===== config.mk =====
export PLATFORM = sky130hd
export DESIGN_NAME = ibus_frame_parser_with_telemetry_flat
export DESIGN_NICKNAME = d
export VERILOG_FILES = /design/src/hw/rtl/ifb_pkg.sv /design/src/hw/rtl/ifb_if.sv /design/src/hw/rtl/ifb_ctrl.sv /design/src/hw/rtl/ifb_dpath.sv /design/src/hw/rtl/ibus_frame_parser_with_telemetry.sv /design/src/flat_wrapper.sv
export SDC_FILE = /design/constraint.sdc
export NUM_CORES = 1
export LEC_CHECK = 0
export BUFFER_PORTS_ARGS = -buffer_cell sky130_fd_sc_hd__buf_2
export CORE_ASPECT_RATIO = 1.25
export CORE_MARGIN = 5
export CORE_UTILIZATION = 25
export DETAILED_ROUTE_END_ITERATION = 10
export SETUP_SLACK_MARGIN = 0.4
export SYNTH_ARGS = -nofsm -noshare
export SYNTH_HDL_FRONTEND = slang
export SYNTH_SLANG_ARGS = --single-unit

===== constraint.sdc =====
create_clock -name clk_i -period 4.6 [get_ports clk_i]
set_clock_uncertainty 0.1 [all_clocks]
set_input_delay 0.46 -clock clk_i [delete_from_list [all_inputs] [get_ports clk_i]]
set_output_delay 0.46 -clock clk_i [all_outputs]
set_load 0.05 [all_outputs]

===== src/hw/rtl/ifb_pkg.sv =====
// Shared types and constants for the serial frame parser with sensor telemetry.
// Used by the controller, datapath and top level; depends on nothing.
`default_nettype none

package ifb_pkg;

  localparam int unsigned FrameOverhead = 3;

  localparam logic [1:0] OP_RX  = 2'd0;
  localparam logic [1:0] OP_REG = 2'd1;
  localparam logic [1:0] OP_SET = 2'd2;

  localparam logic [7:0]  CMD_CHANNELS  = 8'h40;
  localparam logic [3:0]  POLL_DISCOVER = 4'h8;
  localparam logic [3:0]  POLL_TYPE     = 4'h9;
  localparam logic [3:0]  POLL_VALUE    = 4'hA;
  localparam logic [7:0]  LEN_DISCOVER  = 8'h04;
  localparam logic [7:0]  LEN_TYPE      = 8'h06;
  localparam logic [15:0] CHK_INIT      = 16'hFFFF;
  localparam logic [2:0]  SIZE_LONG     = 3'd4;
  localparam logic [2:0]  SIZE_SHORT    = 3'd2;

  typedef enum logic [1:0] {
    KIND_TX   = 2'd0,
    KIND_CHAN = 2'd1,
    KIND_REG  = 2'd2
  } kind_e;

  typedef enum logic [1:0] {
    PH_DISCARD = 2'd0,
    PH_LENGTH  = 2'd1,
    PH_DATA    = 2'd2,
    PH_CHECK   = 2'd3
  } phase_e;

  typedef enum logic [1:0] {
    RES_NONE  = 2'd0,
    RES_REG   = 2'd1,
    RES_CHAN  = 2'd2,
    RES_REPLY = 2'd3
  } res_e;

  typedef enum logic [5:0] {
    ST_IDLE  = 6'b000001,
    ST_RD_LO = 6'b000010,
    ST_RD_HI = 6'b000100,
    ST_LD_CH = 6'b001000,
    ST_LD_RP = 6'b010000,
    ST_SEND  = 6'b100000
  } state_e;

  typedef struct packed {
    logic accept;
    logic load_reg;
    logic rd_hi;
    logic cap_lo;
    logic ld_ch;
    logic ld_rp;
    logic next;
  } cmd_t;

  typedef struct packed {
    res_e res;
    logic last;
  } status_t;

endpackage

`default_nettype wire


===== src/hw/rtl/ifb_if.sv =====
// Valid/ready channel interfaces for input words and result words.
// Depends on nothing.
`default_nettype none

interface ifb_in_if;
  logic               valid;
  logic               ready;
  logic [1:0]         op;
  logic [7:0]         rx_byte;
  logic               gap_before;
  logic [7:0]         sensor_type;
  logic [7:0]         sensor_length;
  logic [3:0]         sensor_slot;
  logic signed [31:0] sensor_value;

  modport source (output valid, op, rx_byte, gap_before, sensor_type, sensor_length,
                  sensor_slot, sensor_value, input ready);
  modport sink   (input valid, op, rx_byte, gap_before, sensor_type, sensor_length,
                  sensor_slot, sensor_value, output ready);
endinterface

interface ifb_out_if;
  logic        valid;
  logic        ready;
  logic [1:0]  kind;
  logic [7:0]  tx_byte;
  logic [3:0]  channel_index;
  logic [15:0] channel_value;
  logic [3:0]  registered_count;
  logic        last;

  modport source (output valid, kind, tx_byte, channel_index, channel_value,
                  registered_count, last, input ready);
  modport sink   (input valid, kind, tx_byte, channel_index, channel_value,
                  registered_count, last, output ready);
endinterface

`default_nettype wire


===== src/hw/rtl/ifb_ctrl.sv =====
// Controller: sequences word intake, frame store reads and result delivery.
// Depends on ifb_pkg.
`default_nettype none

module ifb_ctrl (
  input  wire logic             clk_i,
  input  wire logic             rst_ni,
  input  wire logic             in_valid_i,
  output logic                  in_ready_o,
  output logic                  out_valid_o,
  input  wire logic             out_ready_i,
  input  wire ifb_pkg::status_t status_i,
  output ifb_pkg::cmd_t         cmd_o
);

  ifb_pkg::state_e state_q, state_d;
  ifb_pkg::res_e   mode_q, mode_d;

  assign in_ready_o  = (state_q == ifb_pkg::ST_IDLE);
  assign out_valid_o = (state_q == ifb_pkg::ST_SEND);

  always_comb begin
    state_d = state_q;
    mode_d  = mode_q;
    cmd_o   = '0;
    case (state_q)
      ifb_pkg::ST_IDLE: begin
        if (in_valid_i) begin
          cmd_o.accept = 1'b1;
          mode_d       = status_i.res;
          case (status_i.res)
            ifb_pkg::RES_REG: begin
              cmd_o.load_reg = 1'b1;
              state_d        = ifb_pkg::ST_SEND;
            end
            ifb_pkg::RES_CHAN:  state_d = ifb_pkg::ST_RD_LO;
            ifb_pkg::RES_REPLY: state_d = ifb_pkg::ST_LD_RP;
            default:            state_d = ifb_pkg::ST_IDLE;
          endcase
        end
      end
      ifb_pkg::ST_RD_LO: state_d = ifb_pkg::ST_RD_HI;
      ifb_pkg::ST_RD_HI: begin
        cmd_o.rd_hi  = 1'b1;
        cmd_o.cap_lo = 1'b1;
        state_d      = ifb_pkg::ST_LD_CH;
      end
      ifb_pkg::ST_LD_CH: begin
        cmd_o.ld_ch = 1'b1;
        state_d     = ifb_pkg::ST_SEND;
      end
      ifb_pkg::ST_LD_RP: begin
        cmd_o.ld_rp = 1'b1;
        state_d     = ifb_pkg::ST_SEND;
      end
      ifb_pkg::ST_SEND: begin
        if (out_ready_i) begin
          if (status_i.last) begin
            state_d = ifb_pkg::ST_IDLE;
          end else begin
            cmd_o.next = 1'b1;
            state_d    = (mode_q == ifb_pkg::RES_CHAN) ? ifb_pkg::ST_RD_LO
                                                        : ifb_pkg::ST_LD_RP;
          end
        end
      end
      default: state_d = ifb_pkg::ST_IDLE;
    endcase
  end

  always_ff @(posedge clk_i or negedge rst_ni) begin
    if (!rst_ni) begin
      state_q <= ifb_pkg::ST_IDLE;
      mode_q  <= ifb_pkg::RES_NONE;
    end else begin
      state_q <= state_d;
      mode_q  <= mode_d;
    end
  end

endmodule

`default_nettype wire


===== src/hw/rtl/ifb_dpath.sv =====
// Datapath: frame parsing, frame store, sensor registry and result word registers.
// Depends on ifb_pkg; driven by ifb_ctrl through cmd_t.
`default_nettype none

module ifb_dpath #(
  parameter int NumChannels = 14,
  parameter int MaxSensors  = 10,
  parameter int MaxFrame    = 32
) (
  input  wire logic               clk_i,
  input  wire logic               rst_ni,
  input  wire logic [1:0]         op_i,
  input  wire logic [7:0]         rx_byte_i,
  input  wire logic               gap_before_i,
  input  wire logic [7:0]         sensor_type_i,
  input  wire logic [7:0]         sensor_length_i,
  input  wire logic [3:0]         sensor_slot_i,
  input  wire logic signed [31:0] sensor_value_i,
  input  wire ifb_pkg::cmd_t      cmd_i,
  output ifb_pkg::status_t        status_o,
  output ifb_pkg::kind_e          kind_o,
  output logic [7:0]              tx_byte_o,
  output logic [3:0]              channel_index_o,
  output logic [15:0]             channel_value_o,
  output logic [3:0]              registered_count_o,
  output logic                    last_o
);

  localparam int Depth = MaxFrame - ifb_pkg::FrameOverhead;
  localparam int AW    = $clog2(Depth);
  localparam int SW    = (MaxSensors > 1) ? $clog2(MaxSensors) : 1;
  localparam int CW    = (NumChannels > 1) ? $clog2(NumChannels) : 1;

  // parser state
  ifb_pkg::phase_e phase_q;
  logic [4:0]       idx_q;
  logic [4:0]       total_q;
  logic [15:0]      chk_q;
  logic [7:0]       lo_q;
  logic [7:0]       cmd_q;
  logic [Depth-1:0] vld_q;
  logic [7:0]       mem [Depth];
  logic [3:0]       stotal_q;
  logic [7:0]       s_type [MaxSensors];
  logic [2:0]       s_size [MaxSensors];
  logic [31:0]      s_val  [MaxSensors];

  // result sequencing
  logic [CW-1:0] ch_q;
  logic [7:0]    rdata_q;
  logic          rok_q;
  logic [7:0]    chlo_q;
  logic [7:0]    rp_cmd_q;
  logic [7:0]    rp_type_q;
  logic [2:0]    rp_len_q;
  logic [31:0]   rp_val_q;
  logic [2:0]    rp_np_q;
  logic [2:0]    rp_j_q;
  logic [15:0]   rchk_q;

  ifb_pkg::phase_e phase_eff;
  logic            is_rx;
  logic            frame_ok;
  logic            poll_ok;
  logic [3:0]      poll_nib;
  logic [3:0]      poll_addr;
  logic [3:0]      poll_idx;
  logic [3:0]      slot_idx;
  logic            reg_room;
  logic            set_ok;
  logic [4:0]      rd_addr;
  logic [7:0]      pay_byte;
  logic [3:0]      rp_end;

  assign is_rx     = (op_i == ifb_pkg::OP_RX);
  assign phase_eff = gap_before_i ? ifb_pkg::PH_LENGTH : phase_q;
  assign frame_ok  = (phase_eff == ifb_pkg::PH_CHECK) && (idx_q != total_q) &&
                     (chk_q == {rx_byte_i, lo_q});
  assign poll_nib  = cmd_q[7:4];
  assign poll_addr = cmd_q[3:0];
  assign poll_idx  = poll_addr - 4'd1;
  assign poll_ok   = (poll_addr != 4'd0) && (poll_addr <= stotal_q) && (total_q == 5'd1) &&
                     ((poll_nib == ifb_pkg::POLL_DISCOVER) || (poll_nib == ifb_pkg::POLL_TYPE) ||
                      (poll_nib == ifb_pkg::POLL_VALUE));
  assign reg_room  = (stotal_q < 4'(MaxSensors));
  assign slot_idx  = sensor_slot_i - 4'd1;
  assign set_ok    = (sensor_slot_i != 4'd0) && (sensor_slot_i <= stotal_q);

  always_comb begin
    status_o.last = last_o;
    if (is_rx && frame_ok && (cmd_q == ifb_pkg::CMD_CHANNELS)) begin
      status_o.res = ifb_pkg::RES_CHAN;
    end else if (is_rx && frame_ok && poll_ok) begin
      status_o.res = ifb_pkg::RES_REPLY;
    end else if (op_i == ifb_pkg::OP_REG) begin
      status_o.res = ifb_pkg::RES_REG;
    end else begin
      status_o.res = ifb_pkg::RES_NONE;
    end
  end

  // parser and registry control state
  always_ff @(posedge clk_i or negedge rst_ni) begin
    if (!rst_ni) begin
      phase_q  <= ifb_pkg::PH_DISCARD;
      idx_q    <= '0;
      total_q  <= '0;
      chk_q    <= '0;
      lo_q     <= '0;
      cmd_q    <= '0;
      vld_q    <= '0;
      stotal_q <= '0;
    end else if (cmd_i.accept) begin
      if (is_rx) begin
        case (phase_eff)
          ifb_pkg::PH_LENGTH: begin
            if ((rx_byte_i <= 8'(MaxFrame)) && (rx_byte_i > 8'(ifb_pkg::FrameOverhead))) begin
              idx_q   <= '0;
              total_q <= 5'(rx_byte_i - 8'(ifb_pkg::FrameOverhead));
              chk_q   <= ifb_pkg::CHK_INIT - {8'd0, rx_byte_i};
              phase_q <= ifb_pkg::PH_DATA;
            end else begin
              phase_q <= ifb_pkg::PH_DISCARD;
            end
          end
          ifb_pkg::PH_DATA: begin
            if (idx_q >= 5'(Depth)) begin
              phase_q <= ifb_pkg::PH_DISCARD;
            end else begin
              vld_q[idx_q[AW-1:0]] <= 1'b1;
              if (idx_q == 5'd0) begin
                cmd_q <= rx_byte_i;
              end
              idx_q <= idx_q + 5'd1;
              chk_q <= chk_q - {8'd0, rx_byte_i};
              if ((idx_q + 5'd1) >= total_q) begin
                phase_q <= ifb_pkg::PH_CHECK;
              end else begin
                phase_q <= ifb_pkg::PH_DATA;
              end
            end
          end
          ifb_pkg::PH_CHECK: begin
            if (idx_q == total_q) begin
              lo_q    <= rx_byte_i;
              idx_q   <= idx_q + 5'd1;
              phase_q <= ifb_pkg::PH_CHECK;
            end else begin
              phase_q <= ifb_pkg::PH_DISCARD;
            end
          end
          default: phase_q <= ifb_pkg::PH_DISCARD;
        endcase
      end else if ((op_i == ifb_pkg::OP_REG) && reg_room) begin
        stotal_q <= stotal_q + 4'd1;
      end
    end
  end

  // frame store and sensor tables, no reset
  always_ff @(posedge clk_i) begin
    if (cmd_i.accept && is_rx && (phase_eff == ifb_pkg::PH_DATA) && (idx_q < 5'(Depth))) begin
      mem[idx_q[AW-1:0]] <= rx_byte_i;
    end
    if (cmd_i.accept && (op_i == ifb_pkg::OP_REG) && reg_room) begin
      s_type[stotal_q[SW-1:0]] <= sensor_type_i;
      s_size[stotal_q[SW-1:0]] <= (sensor_length_i == 8'd4) ? ifb_pkg::SIZE_LONG
                                                             : ifb_pkg::SIZE_SHORT;
      s_val[stotal_q[SW-1:0]]  <= '0;
    end else if (cmd_i.accept && (op_i == ifb_pkg::OP_SET) && set_ok) begin
      s_val[slot_idx[SW-1:0]] <= sensor_value_i;
    end
  end

  // frame store read port
  assign rd_addr = {4'(ch_q), 1'b0} + (cmd_i.rd_hi ? 5'd2 : 5'd1);

  always_ff @(posedge clk_i) begin
    rdata_q <= mem[rd_addr[AW-1:0]];
    rok_q   <= (rd_addr < 5'(Depth)) && vld_q[rd_addr[AW-1:0]];
  end

  assign rp_end = {1'b0, rp_np_q} + 4'd1;

  always_comb begin
    case (rp_j_q)
      3'd0: begin
        case (rp_cmd_q[7:4])
          ifb_pkg::POLL_DISCOVER: pay_byte = ifb_pkg::LEN_DISCOVER;
          ifb_pkg::POLL_TYPE:     pay_byte = ifb_pkg::LEN_TYPE;
          default:                pay_byte = ifb_pkg::LEN_DISCOVER + {5'd0, rp_len_q};
        endcase
      end
      3'd1: pay_byte = rp_cmd_q;
      3'd2: pay_byte = (rp_cmd_q[7:4] == ifb_pkg::POLL_TYPE) ? rp_type_q : rp_val_q[7:0];
      3'd3: pay_byte = (rp_cmd_q[7:4] == ifb_pkg::POLL_TYPE) ? {5'd0, rp_len_q}
                                                             : rp_val_q[15:8];
      3'd4: pay_byte = rp_val_q[23:16];
      default: pay_byte = rp_val_q[31:24];
    endcase
  end

  // result sequencing and output word
  always_ff @(posedge clk_i) begin
    if (cmd_i.accept) begin
      ch_q     <= '0;
      rp_j_q   <= '0;
      rchk_q   <= ifb_pkg::CHK_INIT;
      rp_cmd_q <= cmd_q;
      rp_type_q <= s_type[poll_idx[SW-1:0]];
      rp_len_q  <= s_size[poll_idx[SW-1:0]];
      rp_val_q  <= s_val[poll_idx[SW-1:0]];
      case (poll_nib)
        ifb_pkg::POLL_DISCOVER: rp_np_q <= 3'd2;
        ifb_pkg::POLL_TYPE:     rp_np_q <= 3'd4;
        default: rp_np_q <= (s_size[poll_idx[SW-1:0]] == ifb_pkg::SIZE_LONG) ? 3'd6 : 3'd4;
      endcase
    end
    if (cmd_i.next) begin
      ch_q   <= ch_q + CW'(1);
      rp_j_q <= rp_j_q + 3'd1;
    end
    if (cmd_i.cap_lo) begin
      chlo_q <= rok_q ? rdata_q : 8'd0;
    end
    if (cmd_i.load_reg) begin
      kind_o             <= ifb_pkg::KIND_REG;
      tx_byte_o          <= '0;
      channel_index_o    <= '0;
      channel_value_o    <= '0;
      registered_count_o <= reg_room ? (stotal_q + 4'd1) : stotal_q;
      last_o             <= 1'b1;
    end else if (cmd_i.ld_ch) begin
      kind_o             <= ifb_pkg::KIND_CHAN;
      tx_byte_o          <= '0;
      channel_index_o    <= 4'(ch_q);
      channel_value_o    <= {(rok_q ? rdata_q : 8'd0), chlo_q};
      registered_count_o <= '0;
      last_o             <= (ch_q == CW'(NumChannels - 1));
    end else if (cmd_i.ld_rp) begin
      kind_o             <= ifb_pkg::KIND_TX;
      channel_index_o    <= '0;
      channel_value_o    <= '0;
      registered_count_o <= '0;
      last_o             <= ({1'b0, rp_j_q} == rp_end);
      if (rp_j_q < rp_np_q) begin
        tx_byte_o <= pay_byte;
        rchk_q    <= rchk_q - {8'd0, pay_byte};
      end else if (rp_j_q == rp_np_q) begin
        tx_byte_o <= rchk_q[7:0];
      end else begin
        tx_byte_o <= rchk_q[15:8];
      end
    end
  end

endmodule

`default_nettype wire


===== src/hw/rtl/ibus_frame_parser_with_telemetry.sv =====
// Serial frame parser with sensor telemetry replies (top level).
// Usage:
//   in_i  : one word per received byte (op 0, with gap flag) or a sensor
//           registration (op 1) or sensor value update (op 2).
//   out_o : result words: reply bytes, channel updates or registration counts;
//           last marks the final word caused by an input word.
// Sequencing:
//   A word that causes no result leaves in_i ready for the next word. A
//   registration answer is shown the cycle after intake. A channel burst
//   takes, for each channel, two reads of the single frame store port, the
//   load and the send state, plus receiver stalls. A reply byte takes a
//   load state and a send state each.
//   One word is processed at a time; in_i.ready returns the cycle after the
//   last result word is taken.
// Reset: parser goes to discard, frame store reads as zero, no sensors are
//   registered. Reset is asynchronous, active low.
// Stall: out_o holds its word while out_o.ready is low; no input is taken.
`default_nettype none

module ibus_frame_parser_with_telemetry #(
  parameter int NUM_CHANNELS = 14,
  parameter int MAX_SENSORS  = 10,
  parameter int MAX_FRAME    = 32
) (
  input  wire logic  clk_i,
  input  wire logic  rst_ni,
  ifb_in_if.sink     in_i,
  ifb_out_if.source  out_o
);

  ifb_pkg::cmd_t    cmd;
  ifb_pkg::status_t status;
  ifb_pkg::kind_e   kind;

  ifb_ctrl u_ctrl (
    .clk_i       (clk_i),
    .rst_ni      (rst_ni),
    .in_valid_i  (in_i.valid),
    .in_ready_o  (in_i.ready),
    .out_valid_o (out_o.valid),
    .out_ready_i (out_o.ready),
    .status_i    (status),
    .cmd_o       (cmd)
  );

  ifb_dpath #(
    .NumChannels (NUM_CHANNELS),
    .MaxSensors  (MAX_SENSORS),
    .MaxFrame    (MAX_FRAME)
  ) u_dpath (
    .clk_i              (clk_i),
    .rst_ni             (rst_ni),
    .op_i               (in_i.op),
    .rx_byte_i          (in_i.rx_byte),
    .gap_before_i       (in_i.gap_before),
    .sensor_type_i      (in_i.sensor_type),
    .sensor_length_i    (in_i.sensor_length),
    .sensor_slot_i      (in_i.sensor_slot),
    .sensor_value_i     (in_i.sensor_value),
    .cmd_i              (cmd),
    .status_o           (status),
    .kind_o             (kind),
    .tx_byte_o          (out_o.tx_byte),
    .channel_index_o    (out_o.channel_index),
    .channel_value_o    (out_o.channel_value),
    .registered_count_o (out_o.registered_count),
    .last_o             (out_o.last)
  );

  assign out_o.kind = kind;

`ifndef SYNTH
  logic in_acc;
  logic out_acc;
  assign in_acc  = in_i.valid && in_i.ready;
  assign out_acc = out_o.valid && out_o.ready;

  a_reg_answer: assert property (@(posedge clk_i) disable iff (!rst_ni)
    (in_acc && (in_i.op == ifb_pkg::OP_REG)) |=>
      (out_o.valid && out_o.last && (out_o.kind == ifb_pkg::KIND_REG)))
    else $error("registration answer missing");

  a_no_overlap: assert property (@(posedge clk_i) disable iff (!rst_ni)
    out_o.valid |-> !in_i.ready)
    else $error("input taken while a result is pending");

  a_chan_range: assert property (@(posedge clk_i) disable iff (!rst_ni)
    (out_o.valid && (out_o.kind == ifb_pkg::KIND_CHAN)) |->
      (out_o.channel_index < 4'(NUM_CHANNELS)))
    else $error("channel index out of range");

  a_ready_after_last: assert property (@(posedge clk_i) disable iff (!rst_ni)
    (out_acc && out_o.last) |=> in_i.ready)
    else $error("not ready after final result");
`endif

endmodule

`default_nettype wire


===== src/flat_wrapper.sv =====
// flat-port wrapper written by rule: the top's interface ports become plain ports
module ibus_frame_parser_with_telemetry_flat 
#(
  parameter int NUM_CHANNELS = 14,
  parameter int MAX_SENSORS  = 10,
  parameter int MAX_FRAME    = 32
)
  (clk_i, rst_ni, in_i_valid, in_i_op, in_i_rx_byte, in_i_gap_before, in_i_sensor_type, in_i_sensor_length, in_i_sensor_slot, in_i_sensor_value, in_i_ready, out_o_valid, out_o_kind, out_o_tx_byte, out_o_channel_index, out_o_channel_value, out_o_registered_count, out_o_last, out_o_ready);
  ifb_in_if in_i_i ();
  ifb_out_if out_o_i ();
  input  wire logic clk_i;
  input  wire logic rst_ni;
  input wire logic [$bits(in_i_i.valid)-1:0] in_i_valid;
  input wire logic [$bits(in_i_i.op)-1:0] in_i_op;
  input wire logic [$bits(in_i_i.rx_byte)-1:0] in_i_rx_byte;
  input wire logic [$bits(in_i_i.gap_before)-1:0] in_i_gap_before;
  input wire logic [$bits(in_i_i.sensor_type)-1:0] in_i_sensor_type;
  input wire logic [$bits(in_i_i.sensor_length)-1:0] in_i_sensor_length;
  input wire logic [$bits(in_i_i.sensor_slot)-1:0] in_i_sensor_slot;
  input wire logic [$bits(in_i_i.sensor_value)-1:0] in_i_sensor_value;
  output wire logic [$bits(in_i_i.ready)-1:0] in_i_ready;
  output wire logic [$bits(out_o_i.valid)-1:0] out_o_valid;
  output wire logic [$bits(out_o_i.kind)-1:0] out_o_kind;
  output wire logic [$bits(out_o_i.tx_byte)-1:0] out_o_tx_byte;
  output wire logic [$bits(out_o_i.channel_index)-1:0] out_o_channel_index;
  output wire logic [$bits(out_o_i.channel_value)-1:0] out_o_channel_value;
  output wire logic [$bits(out_o_i.registered_count)-1:0] out_o_registered_count;
  output wire logic [$bits(out_o_i.last)-1:0] out_o_last;
  input wire logic [$bits(out_o_i.ready)-1:0] out_o_ready;
  assign in_i_i.valid = in_i_valid;
  assign in_i_i.op = in_i_op;
  assign in_i_i.rx_byte = in_i_rx_byte;
  assign in_i_i.gap_before = in_i_gap_before;
  assign in_i_i.sensor_type = in_i_sensor_type;
  assign in_i_i.sensor_length = in_i_sensor_length;
  assign in_i_i.sensor_slot = in_i_sensor_slot;
  assign in_i_i.sensor_value = in_i_sensor_value;
  assign in_i_ready = in_i_i.ready;
  assign out_o_valid = out_o_i.valid;
  assign out_o_kind = out_o_i.kind;
  assign out_o_tx_byte = out_o_i.tx_byte;
  assign out_o_channel_index = out_o_i.channel_index;
  assign out_o_channel_value = out_o_i.channel_value;
  assign out_o_registered_count = out_o_i.registered_count;
  assign out_o_last = out_o_i.last;
  assign out_o_i.ready = out_o_ready;
  ibus_frame_parser_with_telemetry #(.NUM_CHANNELS(NUM_CHANNELS), .MAX_SENSORS(MAX_SENSORS), .MAX_FRAME(MAX_FRAME)) u_core (.clk_i(clk_i), .rst_ni(rst_ni), .in_i(in_i_i), .out_o(out_o_i));
endmodule

==> reports/results.ini <==
[status]
status = finished, final reports clean

[pwr]
p_leak_nw = 15.1
ir_worst_vdd_uv = 332
powerDensity_mw_per_mm2 = 403

[route]
detail_route.wl_per_cell_um = 20.0
first_iter_violations = 1633
vias = 20700
ant_nets = 0
firstDrtPassIters = 5
routed_wl_um = 89400
viasPerCell = 4.64
drc = 0

[timing]
fin_crit_sh_pct = 86.0
period_needed_ns = 3.95
fin_ws_ns = 0.646
max_slew_margin_pct = 22.1
hold_viol_final = 0
drv_slew = 0
tightestPinTransition_ns = 1.16
clock.fmax_ghz = 0.253
setup_viol = 0
rsz0062_at_grt = no
timing.setup.tns_ns = 0

[hold_path]
hp-class = input port to flip-flop

[placed_design]
dp_hpwl_um = 57200
place_ws_ns = 0.529
gp_congestion = 0.853
port_buffers = 103

[setup_path]
critPathKind = flip-flop to flip-flop
crit_buf_inv = 2
crit_chain = inv_1, ha_1, or3_1, a21o_4, o211ai_1, o21a_1, ha_1, inv_1, fa_1, a21o_1, a21oi_1, o21bai_1, maj3_1, nand2_1, a31o_2, a31oi_1
critPathMaxFanout = 14
max_stage_delay_ns = 0.43
cp.required_ns = 5.02
cp_slowest_cell = fa_1
end_kind = flip-flop
critPathLaunchType = flip-flop
cp.arrival_ns = 4.37
critical_path.top_delay_family = compound AO/OA/AOI/OAI gates

[clock_network]
cts_tree = done
ctsHtreeMaxLevel = 3
root_buffer = clkbuf_16
clk_pin_slew_worst_paths_ns = 0.06
cts_buffer_depth = 3
clk_latency_ns = 0.67
cts_buffers = 88
cts.sinks = 864

[floorplan]
initial_utilization_pct = 25.1
floorplan.rows = 156
core-area_mm2 = 0.144
die_w_um = 350
die_h_um = 435
design.portCount = 104
dieArea_mm2 = 0.152

[grt]
grt_pass1_vias = 20600
grt_overflow_total = 0
antenna_found_initial = 13
grt_pass1_wl_um = 134000
grt.total_usage_pct = 11.5
grt_max_degree = 103

[logic_synthesis]
ys_types = 88
synth-seq-area-share_pct = 69.2
ys_ff_latch = 864
syn-mean-instance-area_um2 = 15.4
synthCells = 2345
syn_nets = 2466
ys.flop_type = edfxtp_1
yosys_warnings = 0
async_flop_share_pct = 9.84
netlist_area_mm2 = 0.0361
synth_enable_flop_cells = 723

[final_layout]
nets = 2609
layout_common_cells = 723 x edfxtp_1, 173 x nand2_1, 130 x nor2_1
final_util_pct = 29.2
area_delta_synth_final_pct = 16.4
layout-drive-gt1-share_pct = 19.1
final_common_cell = edfxtp_1

[flow_run]
cap_violations = 0

[synth_stat cells (16+ instances only)]
cell type    n  area share, %
edfxtp_1   723             60
nand2_1    173            1.8
nor2_1     138            1.4
mux4_2     114            7.1
a21oi_1    112            1.6
dfrtp_1     84            5.8
mux2i_1     79            2.2
clkbuf_1    75           0.78
o21ai_0     68           0.94
dfxtp_1     56            3.1
nor2b_1     55           0.95
a211oi_1    53            1.1
ha_1        52            1.8
inv_1       44           0.46
and3_1      42           0.73
nand3_1     40           0.55
xnor2_1     36           0.87
o21bai_1    26           0.54
a22o_1      23           0.56
mux2_2      22           0.69
nor3_1      22           0.31
o22ai_1     18           0.31
a31oi_1     16           0.28
[metrics by stage]
stage               std cells  total power (W)  area [um2]  hold WS [ns]
CTS                      4453           0.0171       42000        0.0139
global route             4455           0.0175       42000        0.0483
global placement         4282           0.0101       39100         0.350
finish                   4461           0.0169       42000        0.0524
detailed placement       4282           0.0101       39100         0.348
floorplan                2345          0.00969       36100        0.0644
[power by group]
part	switching, W	internal, W	leakage, nW
clock network	0.00308	0.00387	1.36
logic	0.000755	0.000453	4.86
registers	0.000170	0.00860	8.84
[flip-flops by register name, summed over array words and instances, names as in the netlist, 5 cells and up]
name / cells
u_core.u_dpath.cmd_q: 8
u_core.u_dpath.rp_type_q: 8
u_core.u_dpath.s_size: 20
u_core.u_ctrl.state_q: 6
u_core.u_dpath.idx_q: 5
u_core.u_dpath.rp_val_q: 32
u_core.u_dpath.total_q: 5
u_core.u_dpath.s_type: 80
u_core.u_dpath.mem: 232
u_core.u_dpath.vld_q: 29
u_core.u_dpath.s_val: 320
u_core.u_dpath.rchk_q: 16
u_core.u_dpath.lo_q: 8
u_core.u_dpath.rp_cmd_q: 8
u_core.u_dpath.tx_byte_o: 8
u_core.u_dpath.chlo_q: 8
u_core.u_dpath.chk_q: 16
u_core.u_dpath.rdata_q: 8
u_core.u_dpath.channel_value_o: 16
[cell families (layout without fill, tap and decap cells)]
family / after synthesis / in the layout / synth area share, %
AND/OR/NAND/NOR: 563 / 563 / 7.74
other: 0 / 6 / 0
adder cells (fa/ha/maj): 56 / 56 / 1.97
multiplexers: 215 / 215 / 9.99
AO/OA/AOI/OAI: 437 / 437 / 8.04
buffers and inverters: 163 / 377 / 1.94
flip-flops: 864 / 864 / 69.2
XOR/XNOR: 47 / 47 / 1.14
[cell type report]
| type | count | area (um2) |
|---|---|---|
| clock inverter | 56 | 467 |
| multi-input combinational | 1318 | 10600 |
| sequential | 864 | 25000 |
| clock buffer | 105 | 2320 |
| tap | 1896 | 2370 |
| antenna | 6 | 15.0 |
| inverter | 48 | 183 |
| fill | 14400 | 102000 |
| timing repair buffer | 168 | 1110 |
[tightest hold or removal path, cell delays in order]
cell,delay (ns)
buf_2,0.13
inv_1,0.11
o21ai_2,0.07
[layer usage]
metal	global-route usage (%)	share of wire [%]	wire length (um)
met1	15.4	43	38300
met2	18.8	48	43300
met3	2.10	5.8	5200
met4	3.61	2.9	2620
met5	0	0.040	36
[path summary, 6_finish.rpt]
path	start	end	slack (ns)	cells past startpoint
worst min register to register	u_core.u_dpath.kind_o[1]	u_core.u_dpath.kind_o[1]	0.36	1
worst max-delay path	u_core.u_dpath.rp_j_q[0]	u_core.u_dpath.rchk_q[14]	0.65	16
min in group asynchronous	rst_ni	u_core.u_dpath.chk_q[5]	0.26	2
worst max register to register	u_core.u_dpath.rp_j_q[0]	u_core.u_dpath.rchk_q[14]	0.65	16
max in group asynchronous	rst_ni	u_core.u_dpath.vld_q[3]	3.11	3
worst min-delay path	in_i_rx_byte[2]	u_core.u_dpath.lo_q[2]	0.05	3
[timing repair]
action,4_1_cts,5_1_grt
resized for setup,0,5
buffers inserted,0,2
hold endpoints to repair,121,0
endpoints found under the setup margin,0,8
hold buffers,10,0
No activity file was read; power rests on OpenSTA's default activity.
